[config.mk]
export PLATFORM = sky130hd
export DESIGN_NAME = bpra_ctrl
export DESIGN_NICKNAME = d
export VERILOG_FILES = /design/src/rtl/bpra_pkg.sv /design/src/rtl/bpra_ctrl.sv
export SDC_FILE = /design/constraint.sdc
export NUM_CORES = 1
export LEC_CHECK = 0
export BUFFER_PORTS_ARGS = -buffer_cell sky130_fd_sc_hd__buf_4
export CORE_AREA = 4 4 41 43
export DETAILED_ROUTE_END_ITERATION = 6
export DIE_AREA = 0 0 45 47
export MAX_ROUTING_LAYER = met4
export SLEW_MARGIN = 5
export SYNTH_ARGS = -nofsm -noshare
export SYNTH_HDL_FRONTEND = slang
export SYNTH_SLANG_ARGS = --single-unit
[constraint.sdc]
create_clock -name clk -period 3.7 [get_ports clk]
set_clock_uncertainty 0.2 [all_clocks]
set_input_delay 0.74 -clock clk [delete_from_list [all_inputs] [get_ports clk]]
set_output_delay 0.74 -clock clk [all_outputs]
set_load 0.01 [all_outputs]
[src/rtl/bpra_pkg.sv]
// Package with the shared types and constants of the bitmap page run allocator.
`default_nettype none

package bpra_pkg;

    localparam int CNT_W      = 13;
    localparam int IDX_W      = 12;
    localparam int POS_W      = 14;
    localparam int WORD_BITS  = 64;
    localparam int WORD_SHIFT = 6;

    localparam logic [CNT_W-1:0] PAGES_RESET = 13'd4096;

    typedef enum logic [1:0] {
        OP_INIT  = 2'd0,
        OP_ALLOC = 2'd1,
        OP_FREE  = 2'd2
    } op_e;

    typedef enum logic [2:0] {
        ST_IDLE,
        ST_DISPATCH,
        ST_INIT,
        ST_SCAN,
        ST_RANGE_START,
        ST_RANGE,
        ST_FINISH
    } state_e;

    typedef struct packed {
        logic [1:0]       opcode;
        logic [CNT_W-1:0] page_count;
        logic [IDX_W-1:0] first_page;
    } in_item_t;

    typedef struct packed {
        logic             ok;
        logic [IDX_W-1:0] run_start;
        logic [CNT_W-1:0] free_total;
        logic [CNT_W-1:0] used_total;
    } out_item_t;

    typedef struct packed {
        logic load_op;
        logic init_clear;
        logic scan_start;
        logic scan_step;
        logic range_start;
        logic range_step;
        logic commit;
    } cmd_t;

    typedef struct packed {
        logic [1:0] op;
        logic       count_zero;
        logic       total_zero;
        logic       scan_hit;
        logic       scan_last;
        logic       range_empty;
        logic       range_last;
    } stat_t;

endpackage

`default_nettype wire

[src/rtl/bpra_ctrl.sv]
// Controller state machine that sequences init, scan, marking and result delivery.
`default_nettype none

module bpra_ctrl (
    input  wire logic            clk,
    input  wire logic            rst_n,
    input  wire logic            in_valid,
    output logic                 in_stall,
    output logic                 out_valid,
    input  wire logic            out_stall,
    input  wire bpra_pkg::stat_t stat,
    output bpra_pkg::cmd_t       cmd
);

    bpra_pkg::state_e state_reg;
    bpra_pkg::state_e state_next;
    logic             out_valid_reg;
    logic             out_valid_next;

    always_ff @(posedge clk or negedge rst_n)
    begin
        if (!rst_n) begin
            state_reg     <= bpra_pkg::ST_IDLE;
            out_valid_reg <= 1'b0;
        end else begin
            state_reg     <= state_next;
            out_valid_reg <= out_valid_next;
        end
    end

    always_comb
    begin
        state_next = state_reg;
        cmd        = '0;
        case (state_reg)
            bpra_pkg::ST_IDLE: begin
                if (in_valid) begin
                    cmd.load_op = 1'b1;
                    state_next  = bpra_pkg::ST_DISPATCH;
                end
            end
            bpra_pkg::ST_DISPATCH: begin
                case (stat.op)
                    bpra_pkg::OP_INIT: begin
                        state_next = bpra_pkg::ST_INIT;
                    end
                    bpra_pkg::OP_ALLOC: begin
                        if (stat.count_zero || stat.total_zero) begin
                            state_next = bpra_pkg::ST_FINISH;
                        end else begin
                            cmd.scan_start = 1'b1;
                            state_next     = bpra_pkg::ST_SCAN;
                        end
                    end
                    bpra_pkg::OP_FREE: begin
                        state_next = bpra_pkg::ST_RANGE_START;
                    end
                    default: begin
                        state_next = bpra_pkg::ST_FINISH;
                    end
                endcase
            end
            bpra_pkg::ST_INIT: begin
                cmd.init_clear = 1'b1;
                state_next     = bpra_pkg::ST_RANGE_START;
            end
            bpra_pkg::ST_SCAN: begin
                cmd.scan_step = 1'b1;
                if (stat.scan_hit) state_next = bpra_pkg::ST_RANGE_START;
                else if (stat.scan_last) state_next = bpra_pkg::ST_FINISH;
            end
            bpra_pkg::ST_RANGE_START: begin
                if (stat.range_empty) begin
                    state_next = bpra_pkg::ST_FINISH;
                end else begin
                    cmd.range_start = 1'b1;
                    state_next      = bpra_pkg::ST_RANGE;
                end
            end
            bpra_pkg::ST_RANGE: begin
                cmd.range_step = 1'b1;
                if (stat.range_last) state_next = bpra_pkg::ST_FINISH;
            end
            bpra_pkg::ST_FINISH: begin
                if (!out_valid_reg || !out_stall) begin
                    cmd.commit = 1'b1;
                    state_next = bpra_pkg::ST_IDLE;
                end
            end
            default: begin
                state_next = bpra_pkg::ST_IDLE;
            end
        endcase
    end

    always_comb
    begin
        out_valid_next = out_valid_reg;
        if (cmd.commit) out_valid_next = 1'b1;
        else if (out_valid_reg && !out_stall) out_valid_next = 1'b0;
    end

    assign in_stall  = state_reg != bpra_pkg::ST_IDLE;
    assign out_valid = out_valid_reg;

    a_no_overwrite: assert property (@(posedge clk) disable iff (!rst_n)
        cmd.commit |-> (!out_valid_reg || !out_stall))
        else $error("result register overwritten while a transaction is pending");

    a_valid_from_commit: assert property (@(posedge clk) disable iff (!rst_n)
        $rose(out_valid_reg) |-> $past(cmd.commit))
        else $error("output valid raised without a commit");

endmodule

`default_nettype wire

After elaboration in Yosys (flattened, before gate mapping)
Cells that the tools add are included.
- reduce and logical (&&, ||, !) cells: 10
- mux-type cells: 23
- eq/ne operators: 12
- operators by type and width (kind ; number):
    $pmux W3 S7 ; 1
    $mux W3 ; 6
    $mux W1 ; 14
    $eq A3 B3 Y1 const B ; 3
    $pmux W3 S3 ; 1
    $eq A3 B2 Y1 const B ; 2
    $ne A2 B2 Y1 const B ; 3
    $reduce_and A4 Y1 ; 1
    $eq A3 B1 Y1 const B ; 1
    $logic_not A3 Y1 ; 1
    $ne A3 B3 Y1 const B ; 1
    $reduce_bool A3 Y1 ; 1
    $eq A2 B1 Y1 const B ; 1
    $eq A2 B2 Y1 const B ; 1
    $logic_not A1 Y1 ; 2
    $logic_not A2 Y1 ; 1
    $logic_or A1 B1 Y1 ; 2
    $mux W2 ; 1
    $reduce_bool A2 Y1 ; 1
    $logic_and A1 B1 Y1 ; 1
- word-level logic and storage cells: 47
- register bits after elaboration: 4
- output and inout port bits: 9
- input port bits: 12

Longest topological paths before layout
Gate-level depths: netlist of run 1.
- word-level depth: 5
- mapped depth: 5
- depth with buffers taken out: 4

Least setup slack after synthesis of run 1
Ideal clock, no wire load.
- path kind: input -> output
- from: input stat[4] (netlist bit)
- to: output cmd[4] (netlist bit)
- buffers on the path: 0
- stages on the path: 2
- path slack: 1.484 ns
- data required time: 2.760 ns
- arrival time: 1.276 ns
- path through: nor4b_1 > and3_1
- RTL lines (item ; line ; RTL):
    start: declaration ; bpra_ctrl.sv:11 ; input wire bpra_pkg::stat_t stat,
    end: declaration ; bpra_ctrl.sv:12 ; output bpra_pkg::cmd_t cmd

==> results of run 1 <==
==> per-stage QoR <==
stage          cells  hold WS (ps)  setup WS (ps)
2_1_floorplan     47           244           1480
3_3_place_gp      78           338           1230
3_5_place_dp      78           338           1230
4_1_cts           81          96.9           1230
5_1_grt           81          88.6           1110
6_report          81          98.3           1240
==> synthesized netlist by cell type <==
library cell,instances,area (um2)
buf_4,4,30.0
nor3b_1,1,7.51
and3_1,3,18.8
nor4_2,1,12.5
nand2b_1,3,18.8
a211o_1,1,8.76
nand2_1,4,15.0
inv_1,2,7.51
o221a_1,1,11.3
inv_2,1,3.75
a21o_1,1,7.51
dfrtp_1,4,100
nand3_1,1,5.00
nor3_1,1,5.00
o21ai_0,6,30.0
nor4b_1,1,8.76
a21oi_1,2,10.0
mux2_1,1,11.3
o22ai_1,1,6.26
nor2_1,6,22.5
nor3b_2,1,12.5
a21oi_2,1,8.76
==> power by group <==
part	internal [W]	switching, W	total [W]
Clock	0.0000362	0.0000162	0.0000523
Sequential	0.0000656	0.0000456	0.000111
Combinational	0.000111	0.0000996	0.000211
==> layer usage <==
| metal | GRT usage [%] | routed length (um) | vias to the layer above | share of wire, % |
|---|---|---|---|---|
| met3 | 2.68 | 83 | 0 | 9.7 |
| met4 | 3.51 | 0 | 0 | 0 |
| met1 | 11.7 | 358 | 163 | 42 |
| met5 | - | 0 | - | 0 |
| met2 | 12.7 | 414 | 17 | 48 |
| li1 | - | - | 203 | - |
==> final cells by class <==
cell class	instances	area [um2]	share of cell area, %
Tap cell	15	18.8	3.59
Multi-Input combinational cell	36	220	42.1
Sequential cell	4	100	19.1
Inverter	3	11.3	2.15
Clock buffer	3	22.5	4.31
Timing Repair Buffer	20	150	28.7
==> worst paths after layout <==
| path | start | end | cells past startpoint |
|---|---|---|---|
| worst max-delay path | stat[4] | cmd[4] | 4 |
| worst min-delay path | rst_n | state_reg[2] | 1 |
| worst max register to register | state_reg[1] | state_reg[0] | 4 |
| worst min register to register | out_valid | out_valid | 2 |
| max in group asynchronous | rst_n | state_reg[1] | 1 |
| min in group clk | out_valid | out_valid | 2 |
==> kinds of logic after synthesis <==
kind of cell           after synthesis
and+or+nand+nor                     22
AOI/OAI and AO/OA                   13
buffers and inverters                7
DFF                                  4
muxes                                1
==> metrics.txt, run 1 <==
detailed router's first-iteration violation count=12; post-DR wirelength/cell=10.6 um; Max-cap violations=0; CTS tree=done; # DRC=0; CTS Hold Bufs=0; global-route wire length before repair=1320 um; PostCTS Resize Cnt=0; Reg clk slew, reported paths=40 ps; final hold violation count=0; final net count=80; worst path bufs/invs=2; Worst VDD drop=0.291 mV; total negative slack=0 ps; Synth Area in Adders=0%; Vias/cell=4.73; Layout area overhead=44.6%; max incr delay on CP=340 ps; largest family of logic cells by synthesized area=simple AND/OR/NAND/NOR gates; Seq/Total Area, Yosys=27.7%; Slew headroom=78.9%; ANT cells=0; Clk Latency, worst-skew pair=230 ps; worst path cell trace=buf_4 > nor4b_1 > and3_1 > buf_4; post-layout instance area=523 um2; Pleak=0.265 nW; Starting Density=27.8%; Clock Sinks=4; Synth Area in Simple Gates=34.9%; FF-to-FF setup slack=1900 ps; drt total wl=856 um; vias in the first global route=328; crit share post-route=66.5%; synth warn=0; number of port buffers=20; final period demand of the worst path=2460 ps; placed cell area=500 um2; CP max-delay cell=nor4b_1; Num CTS Buffers=3; most frequent CP cell=buf_4; crit path kind=in -> out; mux contribution to synthesized area=3.11%; largest net degree at the start of global routing=13; Setup-failing EPs final=0; Mapped Cells=47; Pwr Total=0.000374 W; most common cell after layout, fill and taps aside=buf_4; unrepaired setup endpoints after global routing=no; Setup crit start kind=input port; antenna violations before repair=0; area share of xor/xnor cells in the synthesized design=0%; CTS root buf=clkbuf_4; Setup crit end kind=output port; Core Util, Final=40.2%; Die Y=47 um; fill count=150; die area=0.00212 mm2; io pins=21; DRT Pass-1 Iters=4; most frequent cells in the layout=buf_4 (20), nor2_1 (6), o21ai_0 (6); H-tree depth reported by CTS=1; Die W=45 um; Avg Cell Area, Syn=7.69 um2; post-DP HPWL=722 um; Synth Area in Compound Gates=22.8%; post-route ant nets=0; Post-CTS Setup Inserts=0; synth unique cells=22; Tot GR Track Use=8.92%; max frequency=0.406 GHz; worst-path fanout max=2; total gr overflow=0; status=complete, no violations; share of cells above drive strength 1=40.9%; clk buf depth=2; #FFs+latches synth=4; Synth Cell Area=362 um2; number of flip-flops in the largest register=3; pwr/cell area=716 mW/mm2; data arrival time of the critical path=1520 ps; Hold Crit Class=in -> async; Least-Margin Pin Slew=312 ps; Pins Over Slew Limit=0; CP delay by family, top=simple AND/OR/NAND/NOR gates; via count=383; Final Wtd Congestion=0.778; Synth Net Count=59; core area=0.00130 mm2; FP Rows=13; Critical Path RT=2760 ps
No activity file was read; power rests on OpenSTA's default activity.
==> inputs of run 2 (changes only) <==
clock period = 2.24 ns   (was 3.7 ns; I/O delays follow)
==> run 2 against run 1 <==
  * Hold slack improved by 190 ps
  * Routed wire length rose by 0.82%
  * Die area did not move
  * Non-clock buffer count rose by 1
  * Highest routed layer unchanged
  * Critical endpoint is now cmd[2]
  * Sequential cell count did not move
==> metrics.txt, run 2 (same netlist as run 1, synthesis figures left out) <==
status=complete, no violations; most common cell after layout, fill and taps aside=buf_4; ANT cells=0; crit share post-route=86.7%; Clk Latency, worst-skew pair=230 ps; Pwr Total=0.000620 W; drt total wl=863 um; FP Rows=13; Final Wtd Congestion=0.778; Critical Path RT=1590 ps; total gr overflow=0; Layout area overhead=47.4%; CTS root buf=clkbuf_4; Core Util, Final=41.0%; # DRC=0; Setup-failing EPs final=0; Worst VDD drop=0.480 mV; unrepaired setup endpoints after global routing=no; Starting Density=27.8%; Clock Sinks=4; Post-CTS Setup Inserts=0; Slew headroom=78.9%; H-tree depth reported by CTS=1; die area=0.00212 mm2; most frequent cells in the layout=buf_4 (20), nor2_1 (6), o21ai_0 (6); Vias/cell=4.74; data arrival time of the critical path=1290 ps; Max-cap violations=0; total negative slack=0 ps; crit path kind=reg -> out; Num CTS Buffers=3; Reg clk slew, reported paths=40 ps; Setup crit end kind=output port; via count=389; number of port buffers=20; Hold Crit Class=in -> reg; DRT Pass-1 Iters=4; post-route ant nets=0; detailed router's first-iteration violation count=12; max frequency=0.515 GHz; number of flip-flops in the largest register=3; placed cell area=500 um2; post-DR wirelength/cell=10.5 um; largest net degree at the start of global routing=13; smallest hold slack=284 ps; final period demand of the worst path=1940 ps; CTS Hold Bufs=1; Pleak=0.269 nW; share of cells above drive strength 1=40.3%; io pins=21; Pins Over Slew Limit=0; clk buf depth=2; worst-path fanout max=10; global-route wire length before repair=1320 um; Die W=45 um; vias in the first global route=328; antenna violations before repair=0; PostCTS Resize Cnt=0; post-DP HPWL=722 um; CTS tree=done; Tot GR Track Use=8.92%; core area=0.00130 mm2; final net count=81; Setup crit start kind=register; Least-Margin Pin Slew=312 ps; Die Y=47 um; final hold violation count=0; pwr/cell area=1160 mW/mm2; post-layout instance area=533 um2
[run 2: through the flow]
| step | std cells | setup slack, ps |
|---|---|---|
| after floorplan | 47 | 608 |
| after global placement | 78 | 358 |
| after detailed placement | 78 | 357 |
| after CTS | 82 | 277 |
| after global routing | 82 | 180 |
| final | 82 | 297 |
[run 2: worst max-delay path, cell delays in order (launching register included)]
cell and delay (ps):
dfrtp_1 500, inv_2 80, nor4_2 320, buf_4 170
[run 2: where the power goes]
part | total, W | internal, W | switching, W
clock | 0.0000865 | 0.0000598 | 0.0000267
sequential | 0.000184 | 0.000108 | 0.0000753
combinational | 0.000350 | 0.000185 | 0.000165
total | 0.000620 | 0.000353 | 0.000267
[run 2: cell type report]
type	count	area, um2
repair buffers	21	160
fillers	149	768
well taps	15	18.8
multi-input cells	36	220
inverters	3	11.3
clock buffers	3	22.5
flip-flops and latches	4	100
[run 2: layer usage]
metal  wire [um]  part of all wire, %  global-route usage (%)  vias to the layer above
li1            -                    -                       -                      205
met1         360                   42                    11.7                      167
met2         419                   49                    12.7                       17
met3          83                  9.6                    2.68                        0
met4           0                    0                    3.51                        0
met5           0                    0                       -                        -
[run 2: final timing paths]
kind	slack (ps)	to	from	cells past startpoint
min in group asynchronous	350	state_reg[2]	rst_n	2
max in group asynchronous	1390	state_reg[1]	rst_n	2
max	300	cmd[2]	state_reg[2]	3
min	280	out_valid	out_stall	3
min reg2reg	360	out_valid	out_valid	2
max reg2reg	440	state_reg[0]	state_reg[1]	4
==> inputs of run 3 (changes only) <==
REMOVE_ABC_BUFFERS = 1   (was unset)
==> run 3 against run 2 <==
  * Sequential power is essentially flat
  * Routed wire length up 4.8%
  * Critical endpoint unchanged
  * Critical path type unchanged
  * Highest routed layer unchanged
  * Global-route usage grew 1.1 points
  * First-iteration DRC count fell by 83%
  * Final cell count did not move
  * Die area unchanged
  * Non-clock buffer count unchanged
  * Core utilization is the same
  * Via count fell by 0.26%
  * Cell area stayed put
  * Maximum frequency shrank 2.0%
==> metrics.txt, run 3 (same netlist as run 1, synthesis figures left out) <==
Starting Density=27.8%; CTS root buf=clkbuf_4; Tot GR Track Use=10.1%; Final Wtd Congestion=0.717; total negative slack=0 ps; Setup-failing EPs final=0; antenna violations before repair=0; crit share post-route=88.5%; Setup crit end kind=output port; post-DR wirelength/cell=11.0 um; number of port buffers=20; post-layout instance area=533 um2; # DRC=0; largest net degree at the start of global routing=13; H-tree depth reported by CTS=1; Reg clk slew, reported paths=40 ps; post-route ant nets=0; worst-path fanout max=10; final period demand of the worst path=1980 ps; max frequency=0.504 GHz; Clock power frac=14.0%; CTS tree=done; cell internal pwr=0.000353 W; Least-Margin Pin Slew=353 ps; worst path cell trace=inv_2 > nor4_2 > buf_4; vias in the first global route=375; crit path kind=reg -> out; clk buf depth=2; worst slack, placed=353 ps; detailed router's first-iteration violation count=2; final hold violation count=0; number of flip-flops in the largest register=3; core area=0.00130 mm2; Die Y=47 um; Net Sw Power=0.000273 W; Max-cap violations=0; global-route wire length before repair=1520 um; unrepaired setup endpoints after global routing=no; post-DP HPWL=703 um; CP max-delay cell=dfrtp_1; Pleak=0.269 nW; Die W=45 um; io pins=21; max incr delay on CP=510 ps; Post-CTS Setup Inserts=0; Hold Crit Class=in -> reg; Critical Path RT=1590 ps; worst setup margin=257 ps; Num CTS Buffers=3; data arrival time of the critical path=1330 ps; worst path bufs/invs=2; combinational power share=56.1%; die area=0.00212 mm2; Clk Latency, worst-skew pair=230 ps; pwr/cell area=1180 mW/mm2; Worst VDD drop=0.390 mV; CP delay by family, top=flip-flops; total gr overflow=0; Slew headroom=76.5%; status=complete, no violations; Setup crit start kind=register; most common cell after layout, fill and taps aside=buf_4; drt total wl=904 um; most frequent cells in the layout=buf_4 (20), nor2_1 (6), o21ai_0 (6); share of cells above drive strength 1=40.3%; Layout area overhead=47.4%; DRT Pass-1 Iters=2; via count=388; ANT cells=0; final net count=81; placed cell area=500 um2; FP Rows=13; sequential power share=29.9%; Vias/cell=4.73; Pins Over Slew Limit=0; sw frac=43.6%; Clock Sinks=4
==> run 3: per-layer routing <==
metal | GRT usage, % | up-vias | part of all wire [%]
li1 | - | 210 | -
met1 | 12.6 | 167 | 48
met2 | 14.7 | 11 | 46
met3 | 1.53 | 0 | 6.5
met4 | 7.02 | 0 | 0
met5 | - | - | 0
==> run 3: final timing paths <==
kind                            depth (start not counted)    startpoint  slack [ps]            to
worst max register to register                          4  state_reg[1]         440  state_reg[0]
worst min register to register                          2     out_valid         350     out_valid
min in group asynchronous                               2         rst_n         350  state_reg[0]
max in group asynchronous                               2         rst_n        1390  state_reg[1]
worst min-delay path                                    3     out_stall         290     out_valid
worst max-delay path                                    3  state_reg[2]         260        cmd[2]
==> run 3: timing repair <==
action / CTS / global route
hold endpoints to repair: 4 / 0
hold buffers: 1 / 0
gates resized for setup: 0 / 0
==> run 3: layout make-up <==
type / count / area, um2
Fill cell: 155 / 768
Multi-Input combinational cell: 36 / 220
Timing Repair Buffer: 21 / 160
Sequential cell: 4 / 100
Clock buffer: 3 / 22.5
Tap cell: 15 / 18.8
Inverter: 3 / 11.3
==> run 3: power by group through the flow <==
| stage | clock [W] | sequential (W) | combinational, W |
|---|---|---|---|
| 4_1_cts | 0.0000922 | 0.000186 | 0.000355 |
| 6_report | 0.0000880 | 0.000187 | 0.000351 |
| 3_3_place_gp | 0 | 0.000186 | 0.000352 |
| 5_1_grt | 0.0000970 | 0.000201 | 0.000391 |
| 3_5_place_dp | 0 | 0.000188 | 0.000351 |
| 2_1_floorplan | 0 | 0.000171 | 0.000223 |
==> run 3: metrics by stage <==
stage                     hold WS (ps)  utilization [%]  instances  power [W]
final                              289             41.0         82   0.000627
after global placement            45.6             38.5         78   0.000538
after detailed placement          46.8             38.5         78   0.000538
after floorplan                  -47.6                -         43   0.000394
after global routing               304             41.0         82   0.000688
after CTS                          282             41.0         82   0.000633
==> run 3: worst reg2reg max path: cells and delay by family (launching register included) <==
family	cells	cell delay, ps
DFF	1	490
AOI/OAI and AO/OA	2	430
muxes	1	330
and+or+nand+nor	1	240
